`src/rtl/core/lfb_pkg.sv`:
```
// Shared constants for the LED frame buffer with decay.
// Used by led_frame_buffer_with_decay_unit; no dependencies.
package lfb_pkg;

    localparam int MAX_LEDS = 64;
    localparam int IDX_W    = $clog2(MAX_LEDS);
    localparam int CNT_W    = 7;
    localparam int PCT_W    = 7;
    localparam int WORD_W   = 24;

    // floor(x / 100) as (x * 5243) >> 19, exact for x below 43690
    localparam int PCT_RECIP = 5243;
    localparam int PCT_SHIFT = 19;
    localparam int PROD_W    = 8 + PCT_W;
    localparam int RECIP_W   = 13;
    localparam int QUOT_W    = PROD_W + RECIP_W - PCT_SHIFT;

    localparam logic [1:0] CH_RED   = 2'd0;
    localparam logic [1:0] CH_GREEN = 2'd1;
    localparam logic [1:0] CH_BLUE  = 2'd2;
    localparam logic [1:0] CH_NONE  = 2'd3;

    localparam logic REQ_SET  = 1'b0;
    localparam logic REQ_TICK = 1'b1;

    localparam logic [1:0] CFG_LED_COUNT     = 2'd0;
    localparam logic [1:0] CFG_DECAY_PERCENT = 2'd1;

    localparam logic [CNT_W-1:0] LED_COUNT_RESET = 7'd64;
    localparam logic [PCT_W-1:0] DECAY_RESET     = 7'd90;

    typedef enum logic [2:0] {
        ST_IDLE  = 3'b001,
        ST_RUN   = 3'b010,
        ST_DRAIN = 3'b100
    } state_t;

endpackage

```
`src/rtl/core/led_frame_buffer_with_decay_unit.sv`:
```
// LED frame buffer with decay: one synchronous RGB store with read-modify-write.
// Depends on lfb_pkg.
//
// Set item: accepted every cycle while not busy, no result; merged and written in the next cycle.
// Tick item with n LEDs in use: entries are read in order and the results registered,
// then one per cycle; busy stays high until the final write-back goes out.
// The pace of a tick is the single read port of the frame store.
// Reset: store reads as zero through per-entry valid flops, no clearing pass.
module led_frame_buffer_with_decay_unit
    import lfb_pkg::*;
(
    input  logic             clk,
    input  logic             rst_n,
    input  logic             cfg_we,
    input  logic [1:0]       cfg_index,
    input  logic [6:0]       cfg_wdata,
    input  logic             start,
    output logic             busy,
    input  logic             req_type,
    input  logic [5:0]       pixel_index,
    input  logic [1:0]       channel,
    input  logic [7:0]       value,
    output logic             result_valid,
    output logic [5:0]       out_index,
    output logic [7:0]       red,
    output logic [7:0]       green,
    output logic [7:0]       blue,
    output logic             last
);

    logic [CNT_W-1:0]  led_count_reg;
    logic [PCT_W-1:0]  decay_reg;
    logic [CNT_W-1:0]  n_use;

    state_t            state_reg, state_next;
    logic [IDX_W-1:0]  rd_ptr_reg;

    logic [WORD_W-1:0] mem [MAX_LEDS];
    logic [MAX_LEDS-1:0] valid_reg;
    logic [WORD_W-1:0] rd_word_reg;
    logic              rd_valid_reg;
    logic [IDX_W-1:0]  rd_addr;

    logic              accept;
    logic              set_ok;

    // set pipeline
    logic              set_v_reg;
    logic [IDX_W-1:0]  set_idx_reg;
    logic [1:0]        set_ch_reg;
    logic [7:0]        set_val_reg;
    logic              fwd_reg;
    logic [WORD_W-1:0] fwd_word_reg;
    logic [WORD_W-1:0] set_base;
    logic [WORD_W-1:0] set_word;

    // tick pipeline
    logic              s1_v_reg;
    logic [IDX_W-1:0]  s1_idx_reg;
    logic              s1_last_reg;
    logic [WORD_W-1:0] s1_word;
    logic              s2_v_reg;
    logic [IDX_W-1:0]  s2_idx_reg;
    logic [PROD_W-1:0] prod_reg [3];
    logic [WORD_W-1:0] decay_word;

    logic              wr_en;
    logic [IDX_W-1:0]  wr_addr;
    logic [WORD_W-1:0] wr_data;

    assign n_use  = (led_count_reg > CNT_W'(MAX_LEDS)) ? CNT_W'(MAX_LEDS) : led_count_reg;
    assign busy   = (state_reg != ST_IDLE);
    assign accept = start && !busy;
    assign set_ok = accept && (req_type == REQ_SET)
                    && ({1'b0, pixel_index} < n_use) && (channel != CH_NONE);

    // configuration
    always_ff @(posedge clk or negedge rst_n)
    begin
        if (!rst_n)
        begin
            led_count_reg <= LED_COUNT_RESET;
            decay_reg     <= DECAY_RESET;
        end
        else if (cfg_we)
        begin
            case (cfg_index)
                CFG_LED_COUNT:     led_count_reg <= cfg_wdata;
                CFG_DECAY_PERCENT: decay_reg     <= cfg_wdata;
                default:           ;
            endcase
        end
    end

    // sequencer
    always_comb
    begin
        state_next = state_reg;
        case (state_reg)
            ST_IDLE:
            begin
                if (accept && (req_type == REQ_TICK) && (n_use != '0))
                    state_next = ST_RUN;
            end
            ST_RUN:
            begin
                if ({1'b0, rd_ptr_reg} == n_use - CNT_W'(1))
                    state_next = ST_DRAIN;
            end
            ST_DRAIN:
            begin
                // leave once the final write-back goes out
                if (!s1_v_reg && s2_v_reg)
                    state_next = ST_IDLE;
            end
            default: state_next = ST_IDLE;
        endcase
    end

    always_ff @(posedge clk or negedge rst_n)
    begin
        if (!rst_n)
        begin
            state_reg  <= ST_IDLE;
            rd_ptr_reg <= '0;
        end
        else
        begin
            state_reg <= state_next;
            if (state_reg == ST_RUN)
                rd_ptr_reg <= rd_ptr_reg + IDX_W'(1);
            else
                rd_ptr_reg <= '0;
        end
    end

    // frame store
    assign rd_addr = (state_reg == ST_RUN) ? rd_ptr_reg : pixel_index;

    always_ff @(posedge clk)
    begin
        if (wr_en)
            mem[wr_addr] <= wr_data;
        rd_word_reg <= mem[rd_addr];
    end

    always_ff @(posedge clk or negedge rst_n)
    begin
        if (!rst_n)
        begin
            valid_reg    <= '0;
            rd_valid_reg <= 1'b0;
        end
        else
        begin
            rd_valid_reg <= valid_reg[rd_addr];
            if (wr_en)
                valid_reg[wr_addr] <= 1'b1;
        end
    end

    // set read-modify-write; forward a merge still in flight to the same entry
    assign set_base = fwd_reg ? fwd_word_reg : (rd_valid_reg ? rd_word_reg : '0);

    always_comb
    begin
        set_word = set_base;
        case (set_ch_reg)
            CH_RED:   set_word[23:16] = set_val_reg;
            CH_GREEN: set_word[15:8]  = set_val_reg;
            CH_BLUE:  set_word[7:0]   = set_val_reg;
            default:  set_word = set_base;
        endcase
    end

    always_ff @(posedge clk or negedge rst_n)
    begin
        if (!rst_n)
        begin
            set_v_reg <= 1'b0;
            fwd_reg   <= 1'b0;
        end
        else
        begin
            set_v_reg <= set_ok;
            fwd_reg   <= set_ok && set_v_reg && (set_idx_reg == pixel_index);
        end
    end

    always_ff @(posedge clk)
    begin
        set_idx_reg  <= pixel_index;
        set_ch_reg   <= channel;
        set_val_reg  <= value;
        fwd_word_reg <= set_word;
    end

    // tick: read, show and multiply, then scale and write back
    assign s1_word = rd_valid_reg ? rd_word_reg : '0;

    always_ff @(posedge clk or negedge rst_n)
    begin
        if (!rst_n)
        begin
            s1_v_reg     <= 1'b0;
            s2_v_reg     <= 1'b0;
            result_valid <= 1'b0;
        end
        else
        begin
            s1_v_reg     <= (state_reg == ST_RUN);
            s2_v_reg     <= s1_v_reg;
            result_valid <= s1_v_reg;
        end
    end

    always_ff @(posedge clk)
    begin
        s1_idx_reg  <= rd_ptr_reg;
        s1_last_reg <= ({1'b0, rd_ptr_reg} == n_use - CNT_W'(1));
        s2_idx_reg  <= s1_idx_reg;
        out_index   <= s1_idx_reg;
        last        <= s1_last_reg;
        red         <= s1_word[23:16];
        green       <= s1_word[15:8];
        blue        <= s1_word[7:0];
        prod_reg[0] <= s1_word[23:16] * decay_reg;
        prod_reg[1] <= s1_word[15:8]  * decay_reg;
        prod_reg[2] <= s1_word[7:0]   * decay_reg;
    end

    always_comb
    begin
        logic [PROD_W+RECIP_W-1:0] full;
        logic [QUOT_W-1:0]         quot;
        decay_word = '0;
        for (int k = 0; k < 3; k++)
        begin
            full = prod_reg[k] * RECIP_W'(PCT_RECIP);
            quot = full[PROD_W+RECIP_W-1:PCT_SHIFT];
            // saturate when decay is above one hundred percent
            decay_word[WORD_W-1-8*k -: 8] = (quot > QUOT_W'(255)) ? 8'hFF : quot[7:0];
        end
    end

    // write port: set merges and tick write-backs never meet
    assign wr_en   = set_v_reg || s2_v_reg;
    assign wr_addr = s2_v_reg ? s2_idx_reg : set_idx_reg;
    assign wr_data = s2_v_reg ? decay_word : set_word;

    a_one_writer: assert property (@(posedge clk) disable iff (!rst_n)
        !(set_v_reg && s2_v_reg))
        else $error("set merge and tick write-back collide");

    a_result_busy: assert property (@(posedge clk) disable iff (!rst_n)
        result_valid |-> busy)
        else $error("result shown while idle");

    a_run_contig: assert property (@(posedge clk) disable iff (!rst_n)
        result_valid && !last |=> result_valid && (out_index == $past(out_index) + 6'd1))
        else $error("tick run broken or out of order");

    a_last_ends: assert property (@(posedge clk) disable iff (!rst_n)
        result_valid && last |=> !result_valid)
        else $error("result after last pixel");

endmodule
```
`config.mk`:
```
export PLATFORM = sky130hd
export DESIGN_NAME = led_frame_buffer_with_decay_unit
export DESIGN_NICKNAME = d
export VERILOG_FILES = /design/src/rtl/core/lfb_pkg.sv /design/src/rtl/core/led_frame_buffer_with_decay_unit.sv
export SDC_FILE = /design/constraint.sdc
export NUM_CORES = 2
export LEC_CHECK = 0
export BUFFER_PORTS_ARGS = -buffer_cell sky130_fd_sc_hd__buf_4
export CAP_MARGIN = 20
export CORE_AREA = 2 2 672 507
export CTS_BUF_LIST = sky130_fd_sc_hd__clkbuf_4
export DETAILED_ROUTE_END_ITERATION = 10
export DIE_AREA = 0 0 674 509
export PLACE_DENSITY = 0.36
export SLEW_MARGIN = 20
export SYNTH_ARGS = -nofsm -noshare
export SYNTH_HDL_FRONTEND = slang
export SYNTH_SLANG_ARGS = --single-unit
export TNS_END_PERCENT = 30
```
`constraint.sdc`:
```
create_clock -name clk -period 9.76 [get_ports clk]
set_input_delay 0 -clock clk [delete_from_list [all_inputs] [get_ports clk]]
set_output_delay 0 -clock clk [all_outputs]
set_load 0.02 [all_outputs]
```
-- After elaboration in Yosys (flattened, before gate mapping)
Memories as Yosys holds them, arrays and structs flattened. A register that Yosys moved wholly into a read port is not among the register bits.
Index checks and enable logic that the tools add are counted.
- $add $sub $neg: 2
- $mul: 6
- divide/modulo/power cells: 0
- $lt $le $gt $ge: 8
- equality and inequality tests: 13
- shift operators: 0
- mux-type cells: 23
- bitwise operators: 2
- reductions and logical operators: 19
- operators by type and width (cell ; number):
    multiplier 15 x 13 -> 28 bit (second input constant) ; 3
    two-way mux 24 bit ; 3
    OR 64 bit ; 1
    two-way mux 8 bit ; 6
    multiplier 8 x 7 -> 15 bit ; 3
    greater-than comparator 9 x 8 -> 1 bit (second input constant) ; 3
    two-way mux 6 bit ; 3
    less-than comparator 6 x 7 -> 1 bit (second input constant) ; 2
    logical AND 1 bit ; 10
    two-way mux 3 bit ; 3
    one-hot mux 3 bit (3 select lines) ; 1
    inequality test 2 bit (second input constant) ; 4
    == test 6 x 7 -> 1 bit ; 1
    greater-than comparator 7 bit (second input constant) ; 1
    less-than comparator 6 x 7 -> 1 bit ; 1
    two-way mux 7 bit ; 1
    nonzero test 7 bit ; 1
    subtractor 7 x 1 -> 7 bit (second input constant) ; 1
    adder 6 x 1 -> 6 bit (second input constant) ; 1
    binary-select mux 1 bit (select 6 bit) ; 1
    demux 1 bit (select 6 bit) ; 1
    == test 6 bit ; 1
    greater-or-equal comparator 6 x 1 -> 1 bit (second input constant) ; 1
    == test 2 x 1 -> 1 bit (second input constant) ; 2
    other kinds (12) ; 18
- register bits after elaboration: 170
- bits in latches: 0
- bits in writable memories: 1581
- bits in read-only memories: 0
- output and inout bits: 33
- word-level logic and storage cells: 96
- memories: 2
- memories (memory ; words ; bits a word ; read ports ; clocked after memory_dff ; write ports ; RTL line ; RTL):
    mem ; 64 ; 24 ; 1 ; 1 ; 1 ; led_frame_buffer_with_decay_unit.sv:38 ; logic [WORD_W-1:0] mem [MAX_LEDS];
    prod_reg ; 3 ; 15 ; 3 ; 0 ; 3 ; led_frame_buffer_with_decay_unit.sv:64 ; logic [PROD_W-1:0] prod_reg [3];

-- Depth between registers and ports, before layout
- depth in word-level cells: 8
- mapped depth: 20
- gate-level depth less buffers: 18

-- Worst setup path before layout
No wires, ideal clock.
- kind: reg2reg
- from: memory prod_reg[0][26] (netlist bit)
- to: memory mem[0][11], data pin
- library setup time: 588 ps
- data arrival time: 6468 ps
- data required time: 9172 ps
- slack: 2704 ps
- cell stages (with the launch flop): 17
- path buffers: 0
- period minus slack after synthesis: 7056 ps
- cells stage by stage: dfxtp_1 -> ha_1 -> fa_1 -> fa_1 -> fa_1 -> inv_1 -> fa_1 -> inv_1 -> ha_1 -> a21o_1 -> a21o_1 -> a21oi_1 -> a211oi_1 -> a2111o_1 -> a21oi_1 -> xnor2_1 -> a31oi_1
- RTL lines (what ; RTL line):
    from (decl) ; led_frame_buffer_with_decay_unit.sv:64
    to (decl) ; led_frame_buffer_with_decay_unit.sv:38

==> run metrics <==
outcome=finished clean; Multi-input gate area=0.03013 mm2; drt drc=0; Critical Path Source=prod_reg[0][16]; layout cells sized above 1=19.59%; layout net count=around 7400; cell count after placement=10640; Synth Area in Adders=a little over an eighth; CTS tree=done; YS warnings=0; final setup fails=0; WL final=approximately 290000 um; fin cells=11560; initial antenna violation count=35; FF-to-FF End=mem[43][10]; Post-CTS Setup Repair Bufs=0; Num CTS Buffers=around 460; post-synthesis instance total=6232; Post-synth EDFFs=1536; Compound-Gate Fraction of Synth Area=3.885%; type of the worst setup path=reg2reg; first-pass GRT wire length=between 400000 and 500000 um; root buf cell=clkbuf_4; die height=509 um; post-synth top area cell=edfxtp_1; Fin. Hold Viols=0; Hold Crit Class=in2reg; gr ovfl total=0; Hold Crit Depth=3; max FFs per register=around 1500; P_int=0.01398 W; largest net degree at the start of global routing=128; Mapped Nets=6962; setup TNS=0 ps; Synth Area in XOR/XNOR=0.8156%; Sw Pwr=approximately 0.0068 W; Area Overhead vs Synth=16.55%; Detailed Place HPWL=170500 um; Comb pwr share=25.7%; drt first pass iters=8; most common flop cell mapped by yosys=edfxtp_1; synthesized flop and latch total=1775; Critical Path AT=7920 ps; WP data required=10610 ps; core area=between 0.3 and 0.4 mm2; simple-gate share of the synthesized area=between 10% and 20%; post-CTS sizing=0; Max H-tree Level=5; Netlist Area Pre-Place=around 0.084 mm2; syn_area_per_cell=13.44 um2; vias per cell=4.559; Final Max Slew Viols=0; clk sink count=1775; Worst R2R Setup Slack=around 2700 ps; via count=52700; Power Density=213.1 mW/mm2; filler cell count=34310; top-area cell type share of the netlist area=55.06%; fin crit period=around 7100 ps; RSZ-0062 raised after global routing=false; IO Pins=63; combinational family with the most area after synthesis=adder cells; placer congestion estimate=around 0.76; vias in the first global route=53440; Worst Max-Slew Pin Slew=~1200 ps; number of hold buffers added after CTS=94; buffer depth of the longest clock path=4; CP Launch Type=register; Die W=around 670 um; PortBufs=62; register area=0.05138 mm2; sequential power share=42.5%; Starting DRT DRC Count=4331; row count=185; Final Power=0.02080 W; Synth area leaders=edfxtp_1 55%, fa_1 7.0%, ha_1 6.1%, mux4_2 5.4%, nand2_1 5.3%; Critical R2R Launch=prod_reg[0][16]; clock skew=about 220 ps; MaxCap Viol Count=0; leakage power total=37.86 nW; Slew headroom=21.67%; final period utilization=72.39%; Netlist cell types=65; f_max=approximately 140 MHz; crit path to=mem[43][10]; die area=0.3431 mm2; Async S/R FF share, synth=under 10%; worst reg-to-reg path cell count=20; Routed Antenna Nets=0; Avg WL per Cell=24.67 um; clock transition at the registers of the reported paths=roughly 80 ps; switching share of total power=32.77%; Clock Power Share=31.8%; VDD IR max=between 0.0001 and 0.00015 V; Skew-Pair Late Insertion Delay=1310 ps; part of the Yosys area used for sequential elements=61.33%; Worst Path Max Fanout=40; Initial Util=24.87%; post-synthesis mux area share=5.975%; crit end category=register; total track usage=around 16%
## layout make-up
class / instances / share of cell area [%]
Sequential cell: 1775 / 52.63
Multi-Input combinational cell: 3675 / 30.86
Tap cell: 4488 / 5.752
Clock buffer: 735 / 5.652
Timing Repair Buffer: 312 / 2.820
Inverter: 486 / 1.869
Clock inverter: 73 / 0.3781
Antenna cell: 17 / 0.04358
## placed cells by master (no fill, tap or decap), types with 147 or more instances in the layout
cell type  instances
mux4_2           200
fa_1             294
clkbuf_4         735
a21oi_1          222
nand3_1          428
edfxtp_1        1536
dfxtp_1          147
buf_4            204
nand2_1         1187
ha_1             406
inv_1            486
## power groups by stage
stage / registers (W) / logic (W) / clock network (W)
final: 0.00883 / 0.00535 / 0.00661
after global routing: 0.00886 / 0.00616 / 0.00726
after CTS: 0.00884 / 0.00549 / 0.00689
after detailed placement: 0.00900 / 0.00538 / 0
after global placement: 0.00900 / 0.00541 / 0
after floorplan: 0.00891 / 0.00355 / 0
## cells in the mapped netlist, types with 15 or more instances
cell type	count
mux2i_1	28
o22ai_1	30
nor2_1	145
ha_1	406
buf_1	34
nor2b_1	18
nand2_1	1190
nand2b_1	15
clkbuf_1	219
and3_1	119
or2_2	68
o21a_1	21
buf_2	31
a31oi_1	60
or4_1	51
xor2_1	22
fa_1	294
o211ai_1	16
nor3_1	22
o21ai_0	63
mux2_2	17
dfxtp_1	147
mux4_2	200
a21o_1	16
and2_1	26
nand3_1	428
a21oi_1	231
dfrtp_1	86
xnor2_1	56
edfxtp_1	1536
inv_1	486
a311oi_1	53
## worst min-delay path by stage
stage	from	to	slack, ps
6_report	pixel_index[5]	set_idx_reg[5]	220
4_1_cts	pixel_index[5]	set_idx_reg[5]	20
5_1_grt	pixel_index[5]	set_idx_reg[5]	70
3_3_place_gp	rst_n	valid_reg[15]	30
2_1_floorplan	rst_n	decay_reg[0]	-300
3_5_place_dp	rst_n	valid_reg[15]	30
## per-stage QoR
stage / hold WS [ps] / util [%] / worst slack [ps] / area, um2
finish: 224.4 / 28.99 / 2695 / 97630
global route: 65.21 / 28.98 / 2270 / 97590
CTS: 16.20 / 28.97 / 2537 / 97560
detailed placement: 31.40 / 26.94 / 2624 / 90720
global placement: 31.73 / 26.93 / 2632 / 90690
floorplan: -295.6 / - / 2704 / 83770
## kinds of logic (layout without fill, tap and decap cells)
group                      Yosys count  in the layout
muxes                              247            247
DFF                               1775           1775
xor gates and xnor gates            78             78
adders and majority gates          700            700
and+or+nand+nor                   2118           2118
buffers and inverters              782           1606
other                                0             17
AOI/OAI and AO/OA                  532            532
## critical path, stage by stage, from the launching register on
cell and delay [ps]:
dfxtp_1 450, inv_1 140, fa_1 560, inv_1 50, ha_1 200, fa_1 430, ha_1 280, inv_1 50
fa_1 470, inv_1 50, ha_1 280, a21o_1 160, a21o_1 160, a221oi_1 740, a211oi_1 250, a2111o_1 430
a21oi_1 240, xnor2_2 80, buf_4 240, a21oi_4 860, buf_4 560
## metal layers
metal,GRT usage (%),wire length [um]
met1,25.04,142700
met2,23.56,119200
met3,3.500,17630
met4,3.889,5608
met5,0,100
Note: power is estimated with default switching activity, not from simulation.
